### src/rtl/core/lfu_pkg.sv
package lfu_pkg;

	localparam int PAGE_W  = 20;
	localparam int CNT_W   = 32;
	localparam int LIMIT_W = 10;

	localparam logic [LIMIT_W-1:0] LIMIT_RESET = LIMIT_W'(64);
	localparam logic [CNT_W-1:0]   CNT_MAX     = {CNT_W{1'b1}};

	typedef logic [PAGE_W-1:0]  page_t;
	typedef logic [CNT_W-1:0]   cnt_t;
	typedef logic [LIMIT_W-1:0] limit_t;

	// scan status handed from the victim scan to the sequencer
	typedef struct packed {
		logic found;
		logic have_min;
	} scan_flags_t;

	function automatic cnt_t sat_inc(input cnt_t v);
		sat_inc = (v == CNT_MAX) ? v : v + CNT_W'(1);
	endfunction

endpackage

### src/rtl/core/lfu_victim_scan.sv
module lfu_victim_scan #(
	parameter int PW = 20,
	parameter int IW = 9
) (
	input  logic                      clk,
	input  logic                      arst_n,
	input  logic                      clr,
	input  logic                      smp,
	input  logic [IW-1:0]             idx,
	input  logic [PW-1:0]             key,
	input  logic [PW-1:0]             epage,
	input  logic [lfu_pkg::CNT_W-1:0] euses,
	input  logic [lfu_pkg::CNT_W-1:0] eorder,
	output lfu_pkg::scan_flags_t      flags,
	output logic [IW-1:0]             found_idx,
	output logic [lfu_pkg::CNT_W-1:0] found_uses,
	output logic [IW-1:0]             min_idx,
	output logic [PW-1:0]             min_page
);
	import lfu_pkg::*;

	logic    found_q;
	logic    have_min_q;
	cnt_t    min_uses_q;
	cnt_t    min_order_q;
	logic    take_min;

	// strict compare keeps the lowest index among full ties
	assign take_min = !have_min_q || (euses < min_uses_q) ||
		((euses == min_uses_q) && (eorder < min_order_q));

	always_ff @(posedge clk or negedge arst_n) begin
		if (!arst_n) begin
			found_q    <= 1'b0;
			have_min_q <= 1'b0;
		end else if (clr) begin
			found_q    <= 1'b0;
			have_min_q <= 1'b0;
		end else if (smp) begin
			if (!found_q && (epage == key)) found_q <= 1'b1;
			if (take_min) have_min_q <= 1'b1;
		end
	end

	always_ff @(posedge clk) begin
		if (smp && !clr) begin
			if (!found_q && (epage == key)) begin
				found_idx  <= idx;
				found_uses <= euses;
			end
			if (take_min) begin
				min_idx     <= idx;
				min_uses_q  <= euses;
				min_order_q <= eorder;
				min_page    <= epage;
			end
		end
	end

	assign flags.found    = found_q;
	assign flags.have_min = have_min_q;

endmodule
### config.mk
export PLATFORM = sky130hd
export DESIGN_NAME = lfu_victim_scan
export DESIGN_NICKNAME = d
export VERILOG_FILES = /design/src/rtl/core/lfu_pkg.sv /design/src/rtl/core/lfu_victim_scan.sv
export SDC_FILE = /design/constraint.sdc
export NUM_CORES = 1
export LEC_CHECK = 0
export BUFFER_PORTS_ARGS = -buffer_cell sky130_fd_sc_hd__buf_2
export CORE_ASPECT_RATIO = 1.1
export CORE_MARGIN = 3
export CORE_UTILIZATION = 39
export CTS_BUF_LIST = sky130_fd_sc_hd__clkbuf_8 sky130_fd_sc_hd__clkbuf_16
export CTS_CLUSTER_DIAMETER = 30
export DETAILED_ROUTE_END_ITERATION = 6
export PLACE_DENSITY = 0.75
export SYNTH_ARGS = -nofsm -noshare
export SYNTH_HDL_FRONTEND = slang
export SYNTH_SLANG_ARGS = --single-unit
### constraint.sdc
create_clock -name clk -period 6.5 [get_ports clk]
set_input_delay 0.975 -clock clk [delete_from_list [all_inputs] [get_ports clk]]
set_output_delay 0.975 -clock clk [all_outputs]
set_load 0.05 [all_outputs]
==> flow_metrics.tcl <==
set metrics [dict create \
    dr_wl_met3_um 1135 \
    synth-compound-area-share_pct 5.582 \
    chipWidth_um 123.9 \
    reg2reg_setup_slack_ps 3190 \
    min_path_type "primary input to async pin" \
    synth_top_cell_area_share_pct 67.49 \
    period_minus_slack_ps 3640 \
    timing_hold_violations_final 0 \
    boundaryPins 189 \
    timing_worst_slew_pin_value_ps 1174 \
    max_slew_violation_total_from_the_final_report 0 \
    routed-wl-met2_um 6381 \
    avgViaCountPerCell 4.733 \
    grt_antenna_before_repair 2 \
    firstDrtPassIters 4 \
    timing.fmax_ghz 0.2747 \
    routedWlPerCell_um 15.92 \
    insertion_delay_ps 420 \
    worst_setup_path_endpoint "min_order_q[4]" \
    critical_path_startpoint "euses[6]" \
    result_of_the_run "completed" \
    synth_top_family_by_area "adder cells" \
    cp.required_ps 6530 \
    synth_area_leaders "sky130_fd_sc_hd__edfxtp_1, sky130_fd_sc_hd__ha_1, sky130_fd_sc_hd__inv_1" \
    worst_clock_skew_ps 8.530 \
    route.top_layer_used "met5" \
    final.fill_count 1223 \
    unrepaired_setup_endpoints_after_global_routing "false" \
    final_critical_path_setup_slack_ps 2860 \
    syn_area_per_cell_um2 15.17 \
    route.antenna.remaining_nets 0 \
    floorplan.die.height_um 135.7 \
    placed_cells_incl_taps 772 \
    hold-worst-slack_ps 339.0 \
    netlist.top_cell.by_area "sky130_fd_sc_hd__edfxtp_1" \
    max-clock-path-buffers 2 \
    crit_path_cell_trace "buf_2 -> ha_1 -> a21oi_1 -> a21boi_1 -> o31ai_1 -> a41oi_1 -> a2111oi_0 -> a211o_4" \
    worst_path_largest_cell_delay_ps 1010 \
    reg2regPathDepth 8 \
    first_global_vias 3954 \
    initial_utilization_pct 40.62 \
    die-area_um2 16810 \
    grt_max_degree 94 \
    design_power_total_mw 2.266 \
    worst-setup-path-type "primary input to flip-flop" \
    synthMuxAreaShare_pct 0 \
    synthesis.nets 573 \
    timing.critical_path.to_type "flip-flop" \
    r2r-start "min_uses_q[6]" \
    detailedRoute.firstIterationViolations 157 \
    cts.root.buffer_cell "sky130_fd_sc_hd__clkbuf_16" \
    coreArea_um2 14680 \
    routedLengthMet1_um 5118 \
    cts.clk_slew.worst_paths_ps 60 \
    yosys_register_bits 136 \
    detailedPlacementHpwl_um 9864 \
    netlist-cell-type-count 37 \
    cts.hold.buffers_added 0 \
    maxCapViolations 0 \
    cts_tree "built" \
    yosys.area_share.xor_xnor_pct 2.938 \
    place_ws_ps 2389 \
    critPathLaunchType "primary input" \
    netlist_instances 393 \
    crit_path_cell_count 8 \
    vias 3805 \
    post-route-util_pct 53.03 \
    remaining_drc_errors 0 \
    critical_path_peak_fanout 93 \
    design.final.nets 779 \
    detailed_place.area_um2 7153 \
    rows 46 \
    io_buffers 188 \
    crit_arrival_ps 3670 \
    worst_ir_drop_vdd_mv 0.1560 \
    fin_crit_sh_pct 56.00 \
    post_cts.repair.setup_buffers 0 \
    leakagePower_nw 3.486 \
    adder_and_majority_cell_fraction_of_the_synthesized_area_pct 13.22 \
    wire_length_of_the_first_global_routing_pass_um 19510 \
    area_growth_pct 30.54 \
    syn_area_um2 5962 \
    setup_viol 0 \
    post_synth_and_or_nand_nor_area_fraction_pct 5.645 \
    setup_tns_ps 0 \
    timing.critical_path.max_delay_family "compound AO/OA/AOI/OAI gates" \
    num_antenna_cells 0 \
    timing.critical_path.slowest_stage_cell "sky130_fd_sc_hd__a211o_4" \
    cts_buffers 17 \
    postRouteWirelength_um 12800 \
    fraction_of_layout_cells_with_a_size_suffix_above_1_pct 37.58 \
    synth_seq_area_share_pct 68.33 \
    finalInstanceArea_um2 7782 \
    worst_r2r_endpoint "min_order_q[4]" \
    slew_headroom_pct 21.76 \
    power.density_nw_per_um2 291.2 \
    cts_num_sinks 136 \
    grt_remaining_overflow 0 \
    timing.critical_path.buf_inv 1 \
    layoutNonFillerInstCount 804 \
    h-tree-depth 4 \
    post_cts.resized_instances 0 \
    grtUsageTotal_pct 15.61 \
    yosys_warnings 0 \
    gp_routability_congestion 0.7870 \
]
[Yosys cell counts (all sizes together)]
cell     count
nor2b        2
nand4       13
nor2         9
a21boi       1
a2111oi      2
buf          2
nor3b        1
a31oi        1
dfrtp        2
o211ai       3
a41oi        1
nand3        4
nor3         5
o31ai        1
o311ai       1
nor4         2
nand2b       2
a21oi       20
a21o         9
ha          63
or4          2
inv         64
xor2         5
nand2       17
nand4b       1
a221oi       1
edfxtp     134
o21ai        7
xnor2       15
a211oi       2
a211o        1
[power by group]
part	leakage, nW	switching (mW)	internal [mW]	total (mW)
logic	1.90	0.154	0.0853	0.240
clock network	0.308	0.410	0.590	1.00
registers	1.27	0.0102	1.02	1.03
total	3.49	0.574	1.69	2.27
[worst min path at each step]
stage                       start         end  cells after the start
after floorplan           found_q     found_q                      1
after global placement    found_q     found_q                      1
after detailed placement  found_q     found_q                      1
after CTS                  arst_n     found_q                      1
after global routing       arst_n     found_q                      1
final                      arst_n  have_min_q                      1
[flip-flops by register name, indices dropped and copies added, names as in the netlist]
signal,cells
min_uses_q,32
min_page,20
min_idx,9
found_idx,9
min_order_q,32
found_q,1
have_min_q,1
found_uses,32
[worst reg2reg max path, delay by kind of cell (launching register included)]
family,cells,cell delay [ps]
flip-flops,1,370
buffers and inverters,1,70
adder cells (fa/ha/maj),1,240
AO/OA/AOI/OAI,6,2210
[kinds of logic (layout without fill, tap and decap cells)]
family                     after synthesis  in the layout
and+or+nand+nor                         58             58
xor gates and xnor gates                20             20
buffers and inverters                   66            285
AOI/OAI and AO/OA                       50             50
adders and majority gates               63             63
DFF                                    136            136
[cell usage in the layout (no fill, tap or decap), types with 3 or more instances in the layout]
cell type	netlist	final
sky130_fd_sc_hd__nand3_1	4	4
sky130_fd_sc_hd__inv_6	0	6
sky130_fd_sc_hd__inv_1	63	63
sky130_fd_sc_hd__nor3_1	4	4
sky130_fd_sc_hd__inv_8	0	3
sky130_fd_sc_hd__o21ai_0	7	7
sky130_fd_sc_hd__o211ai_1	3	3
sky130_fd_sc_hd__xnor2_1	15	15
sky130_fd_sc_hd__clkinv_8	0	3
sky130_fd_sc_hd__buf_2	0	188
sky130_fd_sc_hd__xor2_1	5	5
sky130_fd_sc_hd__a21o_1	9	9
sky130_fd_sc_hd__nor2_1	9	9
sky130_fd_sc_hd__nand4_1	12	12
sky130_fd_sc_hd__clkbuf_16	0	17
sky130_fd_sc_hd__a21oi_1	20	20
sky130_fd_sc_hd__edfxtp_1	134	134
sky130_fd_sc_hd__nand2_1	15	15
sky130_fd_sc_hd__ha_1	63	63
[cell type report]
| cell class | count | area (um2) | area share (%) |
|---|---|---|---|
| multi-input combinational | 191 | 1650 | 21.21 |
| sequential | 136 | 4074 | 52.35 |
| tap | 192 | 240.2 | 3.087 |
| clock buffer | 17 | 425.4 | 5.466 |
| clock inverter | 15 | 203.9 | 2.621 |
| timing repair buffer | 189 | 948.4 | 12.19 |
| inverter | 64 | 240.2 | 3.087 |
[layer usage]
layer / vias to the layer above / global-route usage, %
met5: - / 0
met4: 4 / 4.985
met3: 17 / 5.305
met2: 156 / 27.29
met1: 1761 / 17.83
li1: 1867 / -
No activity file was read; power rests on OpenSTA's default activity.
